===== config.mk =====
export PLATFORM = sky130hd
export DESIGN_NAME = imu_motion_detector
export DESIGN_NICKNAME = d
export VERILOG_FILES = /design/src/rtl/imd_pkg.sv /design/src/rtl/imu_motion_detector.sv /design/src/rtl/imd_front.sv /design/src/rtl/imd_back.sv
export SDC_FILE = /design/constraint.sdc
export NUM_CORES = 2
export LEC_CHECK = 0
export BUFFER_PORTS_ARGS = -buffer_cell sky130_fd_sc_hd__buf_2
export CAP_MARGIN = 20
export CORE_MARGIN = 3
export CORE_UTILIZATION = 30
export DETAILED_ROUTE_END_ITERATION = 10
export SLEW_MARGIN = 0
export SYNTH_ARGS = -nofsm -noshare
export SYNTH_HDL_FRONTEND = slang
export SYNTH_SLANG_ARGS = --single-unit

===== constraint.sdc =====
create_clock -name clk -period 13.1 [get_ports clk]
set_input_delay 1.31 -clock clk [delete_from_list [all_inputs] [get_ports clk]]
set_output_delay 1.31 -clock clk [all_outputs]
set_load 0.01 [all_outputs]

===== src/rtl/imd_pkg.sv =====
package imd_pkg;

  localparam int WINDOW_LEN = 16;
  localparam int WIN_AW     = $clog2(WINDOW_LEN);
  localparam int FILL_W     = $clog2(WINDOW_LEN + 1);

  localparam int AXIS_W  = 16;
  // Sum of three squared 16-bit magnitudes, kept at an even width so the
  // square root consumes whole digit pairs.
  localparam int SQ_W    = 36;
  localparam int MAG_W   = 17;
  localparam int SUM_W   = 22;
  localparam int SQS_W   = 38;
  localparam int NUM_W   = 44;
  localparam int VAR_W   = 30;
  localparam int GMAG_W  = 16;

  localparam logic [2:0] REG_VAR_ENTER   = 3'd0;
  localparam logic [2:0] REG_VAR_EXIT    = 3'd1;
  localparam logic [2:0] REG_GYRO_ENTER  = 3'd2;
  localparam logic [2:0] REG_GYRO_EXIT   = 3'd3;
  localparam logic [2:0] REG_HOLD_FRAMES = 3'd4;

  // Frame held in the queue between the front and the back.
  typedef struct packed {
    logic [SQ_W-1:0] accel_sq;
    logic [SQ_W-1:0] gyro_sq;
  } frame_t;

  typedef struct packed {
    logic [VAR_W-1:0]  var_enter;
    logic [VAR_W-1:0]  var_exit;
    logic [GMAG_W-1:0] gyro_enter;
    logic [GMAG_W-1:0] gyro_exit;
    logic [7:0]        hold_frames;
  } cfg_t;

  function automatic logic [AXIS_W-1:0] abs16(input logic [AXIS_W-1:0] v);
    logic [AXIS_W-1:0] r;
    r = v[AXIS_W-1] ? (~v + 1'b1) : v;
    return r;
  endfunction

endpackage


===== src/rtl/imu_motion_detector.sv =====
// Path from the accepting edge of an input item to out_tvalid: axis squaring in the front,
// a hand-off through the queue, two square roots, the window update and numerator steps,
// the divider, and the decision and output steps.
// The back part takes a new item only when done with the last; the front takes the next
// item meanwhile, and a stalled result holds the back in its output step.
// Reset (rst_n low, synchronous) empties the window, selects still, and loads defaults.
module imu_motion_detector (
  input  logic        clk,
  input  logic        rst_n,
  input  logic        in_tvalid,
  output logic        in_tready,
  input  logic [95:0] in_tdata,   // accel_x, accel_y, accel_z, gyro_x, gyro_y, gyro_z
  output logic        out_tvalid,
  input  logic        out_tready,
  output logic [47:0] out_tdata,  // motion_state, transition flag, accel_variance,
                                  // gyro norm
  input  logic        cfg_valid,
  output logic        cfg_ready,
  input  logic [2:0]  cfg_index,
  input  logic [31:0] cfg_data
);
  import imd_pkg::*;

  cfg_t   cfg_r;
  frame_t fr_data;
  logic   fr_valid, fr_ready;

  assign cfg_ready = 1'b1;

  always_ff @(posedge clk) begin
    if (!rst_n) begin
      cfg_r.var_enter   <= VAR_W'(4000);
      cfg_r.var_exit    <= VAR_W'(2000);
      cfg_r.gyro_enter  <= GMAG_W'(800);
      cfg_r.gyro_exit   <= GMAG_W'(400);
      cfg_r.hold_frames <= 8'd10;
    end else if (cfg_valid) begin
      case (cfg_index)
        REG_VAR_ENTER:   cfg_r.var_enter   <= cfg_data[VAR_W-1:0];
        REG_VAR_EXIT:    cfg_r.var_exit    <= cfg_data[VAR_W-1:0];
        REG_GYRO_ENTER:  cfg_r.gyro_enter  <= cfg_data[GMAG_W-1:0];
        REG_GYRO_EXIT:   cfg_r.gyro_exit   <= cfg_data[GMAG_W-1:0];
        REG_HOLD_FRAMES: cfg_r.hold_frames <= cfg_data[7:0];
        default: ;
      endcase
    end
  end

  imd_front u_front (
    .clk, .rst_n, .in_tvalid, .in_tready, .in_tdata,
    .fr_valid, .fr_ready, .fr_data
  );

  imd_back u_back (
    .clk, .rst_n, .fr_valid, .fr_ready, .fr_data, .cfg(cfg_r),
    .out_tvalid, .out_tready, .out_tdata
  );

endmodule


===== src/rtl/imd_front.sv =====
module imd_front (
  input  logic                 clk,
  input  logic                 rst_n,
  input  logic                 in_tvalid,
  output logic                 in_tready,
  input  logic [95:0]          in_tdata,
  output logic                 fr_valid,
  input  logic                 fr_ready,
  output imd_pkg::frame_t      fr_data
);
  import imd_pkg::*;

  // Six-step front: squares one axis per cycle through a single multiplier.
  localparam logic [1:0] F_IDLE = 2'd0;
  localparam logic [1:0] F_SQ   = 2'd1;

  logic [1:0]        st_r, st_nxt;
  logic [2:0]        ax_r, ax_nxt;
  logic [95:0]       buf_r, buf_nxt;
  logic [SQ_W-1:0]   acc_r, acc_nxt;
  logic [SQ_W-1:0]   asq_r, asq_nxt;
  logic              q_valid_r, q_valid_nxt;
  frame_t            q_r, q_nxt;
  logic [AXIS_W-1:0] a;
  logic [31:0]       prod;

  assign a    = abs16(buf_r[ax_r*AXIS_W +: AXIS_W]);
  assign prod = a * a;

  assign in_tready = (st_r == F_IDLE) && !q_valid_r;
  assign fr_valid  = q_valid_r;
  assign fr_data   = q_r;

  always_comb begin
    st_nxt      = st_r;
    ax_nxt      = ax_r;
    buf_nxt     = buf_r;
    acc_nxt     = acc_r;
    asq_nxt     = asq_r;
    q_valid_nxt = q_valid_r;
    q_nxt       = q_r;
    if (q_valid_r && fr_ready) q_valid_nxt = 1'b0;
    case (st_r)
      F_IDLE: begin
        if (in_tvalid && in_tready) begin
          buf_nxt = in_tdata;
          ax_nxt  = 3'd0;
          acc_nxt = '0;
          st_nxt  = F_SQ;
        end
      end
      F_SQ: begin
        acc_nxt = acc_r + SQ_W'(prod);
        if (ax_r == 3'd2) begin
          asq_nxt = acc_r + SQ_W'(prod);
          acc_nxt = '0;
        end
        ax_nxt = ax_r + 3'd1;
        if (ax_r == 3'd5) begin
          q_nxt.accel_sq = asq_r;
          q_nxt.gyro_sq  = acc_r + SQ_W'(prod);
          q_valid_nxt    = 1'b1;
          st_nxt         = F_IDLE;
        end
      end
      default: st_nxt = F_IDLE;
    endcase
  end

  always_ff @(posedge clk) begin
    if (!rst_n) begin
      st_r      <= F_IDLE;
      q_valid_r <= 1'b0;
    end else begin
      st_r      <= st_nxt;
      q_valid_r <= q_valid_nxt;
    end
    ax_r  <= ax_nxt;
    buf_r <= buf_nxt;
    acc_r <= acc_nxt;
    asq_r <= asq_nxt;
    q_r   <= q_nxt;
  end

endmodule


===== src/rtl/imd_back.sv =====
module imd_back (
  input  logic                  clk,
  input  logic                  rst_n,
  input  logic                  fr_valid,
  output logic                  fr_ready,
  input  imd_pkg::frame_t       fr_data,
  input  imd_pkg::cfg_t         cfg,
  output logic                  out_tvalid,
  input  logic                  out_tready,
  output logic [47:0]           out_tdata
);
  import imd_pkg::*;

  localparam logic [3:0] B_IDLE  = 4'd0;
  localparam logic [3:0] B_SQRTA = 4'd1;
  localparam logic [3:0] B_SQRTG = 4'd2;
  localparam logic [3:0] B_RD    = 4'd3;
  localparam logic [3:0] B_OLD   = 4'd4;
  localparam logic [3:0] B_NEW   = 4'd5;
  localparam logic [3:0] B_NUM1  = 4'd6;
  localparam logic [3:0] B_NUM2  = 4'd7;
  localparam logic [3:0] B_DIV   = 4'd8;
  localparam logic [3:0] B_DEC   = 4'd9;
  localparam logic [3:0] B_OUT   = 4'd10;

  logic [3:0]        st_r, st_nxt;
  logic [MAG_W:0]    root_r, root_nxt;
  logic [SQ_W-1:0]   gsq_r, gsq_nxt;
  logic [4:0]        it_r, it_nxt;
  logic [MAG_W-1:0]  amag_r, amag_nxt;
  logic [GMAG_W-1:0] gmag_r, gmag_nxt;
  logic [MAG_W-1:0]  win [WINDOW_LEN];
  logic [MAG_W-1:0]  old_r;
  logic              win_we;
  logic [WIN_AW-1:0] slot_r, slot_nxt;
  logic [FILL_W-1:0] fill_r, fill_nxt;
  logic [SUM_W-1:0]  sum_r, sum_nxt;
  logic [SQS_W-1:0]  sqs_r, sqs_nxt;
  logic [NUM_W-1:0]  num_r, num_nxt;
  logic [NUM_W-1:0]  den_r, den_nxt;
  logic [NUM_W-1:0]  quo_r, quo_nxt;
  logic [5:0]        dit_r, dit_nxt;
  logic              moving_r, moving_nxt;
  logic [7:0]        quiet_r, quiet_nxt;
  logic              chg_r, chg_nxt;
  logic              ov_r, ov_nxt;
  logic [47:0]       od_r, od_nxt;
  logic [MAG_W-1:0]  mul_a;
  logic [MAG_W-1:0]  mul_b;
  logic [2*MAG_W-1:0] mprod;
  logic [NUM_W-1:0]  dsh;
  logic [7:0]        qinc;

  always_comb begin
    mul_a = amag_r;
    mul_b = amag_r;
    if (st_r == B_OLD) begin
      mul_a = old_r;
      mul_b = old_r;
    end else if (st_r == B_NUM1) begin
      mul_a = MAG_W'(fill_r);
      mul_b = MAG_W'(fill_r);
    end
  end
  assign mprod = mul_a * mul_b;

  assign dsh  = den_r << dit_r;
  assign qinc = quiet_r + 8'd1;
  assign fr_ready  = (st_r == B_IDLE);
  assign out_tvalid = ov_r;
  assign out_tdata  = od_r;
  assign win_we     = (st_r == B_NEW);

  always_ff @(posedge clk) begin
    if (win_we) win[slot_r] <= amag_r;
    old_r <= win[slot_r];
  end

  // Restoring square root, one result bit per cycle: the remainder takes the
  // next digit pair of the radicand, the root is built MSB first.
  logic [SQ_W+3:0] sq_rem_r, sq_rem_nxt;
  logic [SQ_W+3:0] sq_t;
  logic [SQ_W-1:0] sq_src_r, sq_src_nxt;
  assign sq_t = {sq_rem_r[SQ_W+1:0], sq_src_r[SQ_W-1 -: 2]} - {root_r, 2'b01};

  always_comb begin
    st_nxt = st_r; root_nxt = root_r; gsq_nxt = gsq_r;
    it_nxt = it_r; amag_nxt = amag_r; gmag_nxt = gmag_r; slot_nxt = slot_r;
    fill_nxt = fill_r; sum_nxt = sum_r; sqs_nxt = sqs_r; num_nxt = num_r;
    den_nxt = den_r; quo_nxt = quo_r; dit_nxt = dit_r; moving_nxt = moving_r;
    quiet_nxt = quiet_r; chg_nxt = chg_r; ov_nxt = ov_r; od_nxt = od_r;
    sq_rem_nxt = sq_rem_r; sq_src_nxt = sq_src_r;
    if (ov_r && out_tready) ov_nxt = 1'b0;
    case (st_r)
      B_IDLE: begin
        if (fr_valid) begin
          sq_src_nxt = fr_data.accel_sq;
          gsq_nxt    = fr_data.gyro_sq;
          sq_rem_nxt = '0;
          root_nxt   = '0;
          it_nxt     = 5'd0;
          st_nxt     = B_SQRTA;
        end
      end
      B_SQRTA, B_SQRTG: begin
        // 36-bit radicand: 18 digit pairs.
        if (!sq_t[SQ_W+3]) begin
          sq_rem_nxt = sq_t;
          root_nxt   = {root_r[MAG_W-1:0], 1'b1};
        end else begin
          sq_rem_nxt = {sq_rem_r[SQ_W+1:0], sq_src_r[SQ_W-1 -: 2]};
          root_nxt   = {root_r[MAG_W-1:0], 1'b0};
        end
        sq_src_nxt = sq_src_r << 2;
        it_nxt     = it_r + 5'd1;
        if (it_r == 5'd17) begin
          it_nxt     = 5'd0;
          sq_rem_nxt = '0;
          if (st_r == B_SQRTA) begin
            amag_nxt   = root_nxt[MAG_W-1:0];
            root_nxt   = '0;
            sq_src_nxt = gsq_r;
            st_nxt     = B_SQRTG;
          end else begin
            gmag_nxt = root_nxt[GMAG_W-1:0];
            st_nxt   = B_RD;
          end
        end
      end
      B_RD: st_nxt = B_OLD;
      B_OLD: begin
        if (32'(fill_r) >= WINDOW_LEN) begin
          sum_nxt = sum_r - SUM_W'(old_r);
          sqs_nxt = sqs_r - SQS_W'(mprod);
        end else begin
          fill_nxt = fill_r + 1'b1;
        end
        st_nxt = B_NEW;
      end
      B_NEW: begin
        sum_nxt  = sum_r + SUM_W'(amag_r);
        sqs_nxt  = sqs_r + SQS_W'(mprod);
        slot_nxt = (32'(slot_r) == WINDOW_LEN - 1) ? '0 : slot_r + 1'b1;
        st_nxt   = B_NUM1;
      end
      B_NUM1: begin
        den_nxt = NUM_W'(mprod);
        num_nxt = NUM_W'(sqs_r) * NUM_W'(fill_r);
        st_nxt  = B_NUM2;
      end
      B_NUM2: begin
        num_nxt = num_r - NUM_W'(sum_r) * NUM_W'(sum_r);
        quo_nxt = '0;
        dit_nxt = 6'd31;
        st_nxt  = B_DIV;
      end
      B_DIV: begin
        if ((den_r << dit_r) >> dit_r == den_r && num_r >= dsh) begin
          num_nxt = num_r - dsh;
          quo_nxt = quo_r | (NUM_W'(1) << dit_r);
        end
        dit_nxt = dit_r - 6'd1;
        if (dit_r == 6'd0) st_nxt = B_DEC;
      end
      B_DEC: begin
        chg_nxt = 1'b0;
        if (!moving_r) begin
          if (quo_r[VAR_W-1:0] > cfg.var_enter || gmag_r > cfg.gyro_enter) begin
            moving_nxt = 1'b1; quiet_nxt = '0; chg_nxt = 1'b1;
          end
        end else if (quo_r[VAR_W-1:0] < cfg.var_exit && gmag_r < cfg.gyro_exit) begin
          quiet_nxt = qinc;
          if (qinc >= cfg.hold_frames) begin
            moving_nxt = 1'b0; quiet_nxt = '0; chg_nxt = 1'b1;
          end
        end else begin
          quiet_nxt = '0;
        end
        st_nxt = B_OUT;
      end
      B_OUT: begin
        if (!ov_r) begin
          od_nxt = {gmag_r, quo_r[VAR_W-1:0], chg_r, moving_r};
          ov_nxt = 1'b1;
          st_nxt = B_IDLE;
        end
      end
      default: st_nxt = B_IDLE;
    endcase
  end

  always_ff @(posedge clk) begin
    if (!rst_n) begin
      st_r <= B_IDLE; ov_r <= 1'b0; slot_r <= '0; fill_r <= '0;
      sum_r <= '0; sqs_r <= '0; moving_r <= 1'b0; quiet_r <= '0;
    end else begin
      st_r <= st_nxt; ov_r <= ov_nxt; slot_r <= slot_nxt; fill_r <= fill_nxt;
      sum_r <= sum_nxt; sqs_r <= sqs_nxt; moving_r <= moving_nxt; quiet_r <= quiet_nxt;
    end
    root_r <= root_nxt; gsq_r <= gsq_nxt; it_r <= it_nxt;
    amag_r <= amag_nxt; gmag_r <= gmag_nxt; num_r <= num_nxt; den_r <= den_nxt;
    quo_r <= quo_nxt; dit_r <= dit_nxt; chg_r <= chg_nxt; od_r <= od_nxt;
    sq_rem_r <= sq_rem_nxt; sq_src_r <= sq_src_nxt;
  end

endmodule


==> results.toml <==
[outcome]
status = "finished, final reports clean"

[die]
row_count = 201
core-area_sq_um = 301000
die_area_sq_um = 310000
ios = 187
die_w_microns = 557
die_y_microns = 557
initial_core_util_pct = 30.3

[timing]
finalClockSkew_ns = 0.0439
period_minus_slack_ns = 12.10
setup_tns_ns = 0
worstMarginPinSlew_ns = 1.15
slew_headroom_pct = 23.2
max_clock_freq_mhz = 82.6
fin_crit_sh_pct = 92.4
drv_slew = 0
setup_viol = 0
grt_setup_unrepaired = "no"
finalHoldViolations = 0

[worst_setup_path]
path_class = "flip-flop to flip-flop"
worst_path_max_delay_cell = "o41ai_1"
cp.arrival_ns = 12.71
cp_max_fo = 39
cp_data_required_time_ns = 13.71
slowest_delay_ns = 0.67
setup.worst_path.start_class = "flip-flop"
endpoint_kind = "flip-flop"

[global_route]
grt_first_pass_wirelength_microns = 397000
grtUsageTotal_pct = 16.3
grt-ovfl-total = 0
grt_max_degree = 118
antenna_found_initial = 4
grt_pass1_vias = 66500

[synthesis]
dominantRegCellSynth = "edfxtp_1"
synthDistinctLibCells = 99
yosysSeqAreaShare_pct = 32.2
syn_avg_cell_area_sq_um = 10.3
synth_top_cell_area_share_pct = 27.8
synth-edff-count = 843
yosysWarnings = 0
synthArstFlopShare_pct = 0
synth_seq_cells = 1045
syn_inst = 8856
synth_area_leaders = "edfxtp_1 (28%), fa_1 (20%), ha_1 (9.1%), inv_1 (5.6%), dfxtp_1 (4.4%)"
syn_area_sq_um = 91100
synth_top_area_cell = "edfxtp_1"

[routing]
drc = 0
wire_per_inst_microns = 19.5
ant_nets = 0
dr.first_iter.drc_count = 4588
detail_route.first_pass.iterations = 6
dr_total_vias = 64800
drt_wl_total_microns = 254000
drt-vias-per-instance = 4.97

[placement]
portBuffers = 183
hpwl_microns = 192000
place_congestion = 0.971

[finish]
fillers = 30500
area_growth_pct = 10.5
seq_area_sq_um = 29400
drive_gt1_share_pct = 8.94
multi_input_area_sq_um = 55400
layout.nets = 10700

[clocking]
cts_hold_buf = 0
cts_buffer_depth = 3
cts.sinks = 1045
clkLatencyLatePin_ns = 0.73
cts_buffers = 108
cts.clk_slew.worst_paths_ns = 0.06
cts-resized-gates = 0
h-tree-depth = 3
cts_root_buf = "clkbuf_16"
cts_tree = "yes"
post_cts_buffers = 0

[job]
cap_violations = 0

[worst_hold_path]
hold_path_class = "flip-flop to flip-flop"
Yosys cell counts (20+ instances only):
master,instances
a211oi_1,51
a21boi_0,118
a21o_1,158
a21oi_1,355
a22oi_1,50
a31oi_1,51
and2_1,208
and3_1,68
buf_1,38
clkbuf_1,300
dfxtp_1,202
edfxtp_1,843
fa_1,909
ha_1,661
inv_1,1366
mux2_2,32
mux2i_1,113
mux4_2,152
nand2_1,999
nand2b_1,67
nand3_1,111
nand4_1,39
nor2_1,508
nor2b_1,57
nor3_1,137
nor4_1,23
o211ai_1,68
o21a_1,50
o21ai_0,277
o21bai_1,31
o221ai_1,20
o22ai_1,25
o31ai_1,30
or2_2,39
or3_1,49
xnor2_1,207
xor2_1,125
per-layer routing:
layer | vias up | global-route usage (%) | part of all wire, %
met5 | - | 0 | 0.0047
met4 | 2 | 5.67 | 3.8
met3 | 382 | 2.07 | 4.8
met2 | 1692 | 27.6 | 48
met1 | 32400 | 21.5 | 44
li1 | 30300 | - | -
flip-flops by register name, indices dropped and copies added, names as in the netlist, 6 cells and up:
register and flops:
cfg_r 100, u_back.amag_r 17, u_back.den_r 33, u_back.dit_r 6, u_back.gmag_r 16, u_back.gsq_r 36
u_back.num_r 44, u_back.old_r 17, u_back.out_tdata 48, u_back.quiet_r 8, u_back.quo_r 30, u_back.root_r 18
u_back.sq_rem_r 38, u_back.sq_src_r 36, u_back.sqs_r 38, u_back.sum_r 22, u_back.win 272, u_front.acc_r 36
u_front.asq_r 36, u_front.buf_r 96, u_front.fr_data 72
worst max-delay path: cells and delay by family, from the launching register on:
| family | cells | cell delay (ns) |
|---|---|---|
| flops | 1 | 0.30 |
| simple gates | 12 | 3.61 |
| compound gates | 8 | 2.64 |
| xor+xnor | 2 | 0.33 |
| fa+ha+maj | 8 | 3.61 |
| mux | 1 | 0.14 |
| buf+inv | 8 | 1.32 |
final timing paths:
| kind | startpoint | endpoint | slack, ns | cells past startpoint |
|---|---|---|---|---|
| worst max register to register | u_back.st_r[0] | u_back.sqs_r[36] | 1.0 | 39 |
| worst min-delay path | u_front.asq_r[16] | u_front.fr_data[52] | 0.42 | 0 |
| worst max-delay path | u_back.st_r[0] | u_back.sqs_r[36] | 1.0 | 39 |
| worst min register to register | u_front.asq_r[16] | u_front.fr_data[52] | 0.42 | 0 |
cell usage in the layout (no fill, tap or decap), types with 152 or more instances in the layout:
cell type	count
inv_1	1365
a21oi_1	354
o21ai_0	274
buf_2	182
mux4_2	152
xnor2_1	206
and2_1	207
ha_1	661
buf_4	153
fa_1	909
nand2_1	998
edfxtp_1	843
dfxtp_1	198
a21o_1	157
nor2_1	491
stage by stage:
| stage | utilization (%) | hold WS, ns | cells | setup WS [ns] | area, sq um |
|---|---|---|---|---|---|
| 2_1_floorplan | - | 0.400 | 8868 | 1.87 | 91200 |
| 3_3_place_gp | 32.2 | 0.400 | 12800 | 0.907 | 97000 |
| 3_5_place_dp | 32.2 | 0.405 | 12800 | 0.927 | 97000 |
| 4_1_cts | 33.5 | 0.419 | 13000 | 0.864 | 101000 |
| 5_1_grt | 33.5 | 0.422 | 13000 | 0.0937 | 101000 |
| 6_report | 33.5 | 0.419 | 13000 | 0.997 | 101000 |
logic make-up (layout without fill, tap and decap cells):
family	after synthesis	after routing	share of synthesized area [%]
compound gates	1496	1496	10.9
xor+xnor	333	333	3.21
fa+ha+maj	1570	1570	29.0
buf+inv	1736	1924	7.19
flops	1045	1045	32.2
mux	297	297	5.39
other cells	2	20	0.00824
simple gates	2377	2377	12.1
cell type report:
| cell class | count | share of cell area, % |
|---|---|---|
| Sequential cell | 1045 | 29.1 |
| Timing Repair Buffer | 340 | 2.14 |
| Tap cell | 3958 | 4.92 |
| Clock buffer | 137 | 2.86 |
| Clock inverter | 66 | 0.760 |
| Inverter | 1381 | 5.15 |
| Antenna cell | 6 | 0.0149 |
| Multi-Input combinational cell | 6087 | 55.0 |
Power is left out: the tool's default activity adds up to more than one toggle a clock period on the data nets, which glitch-free logic cannot reach.
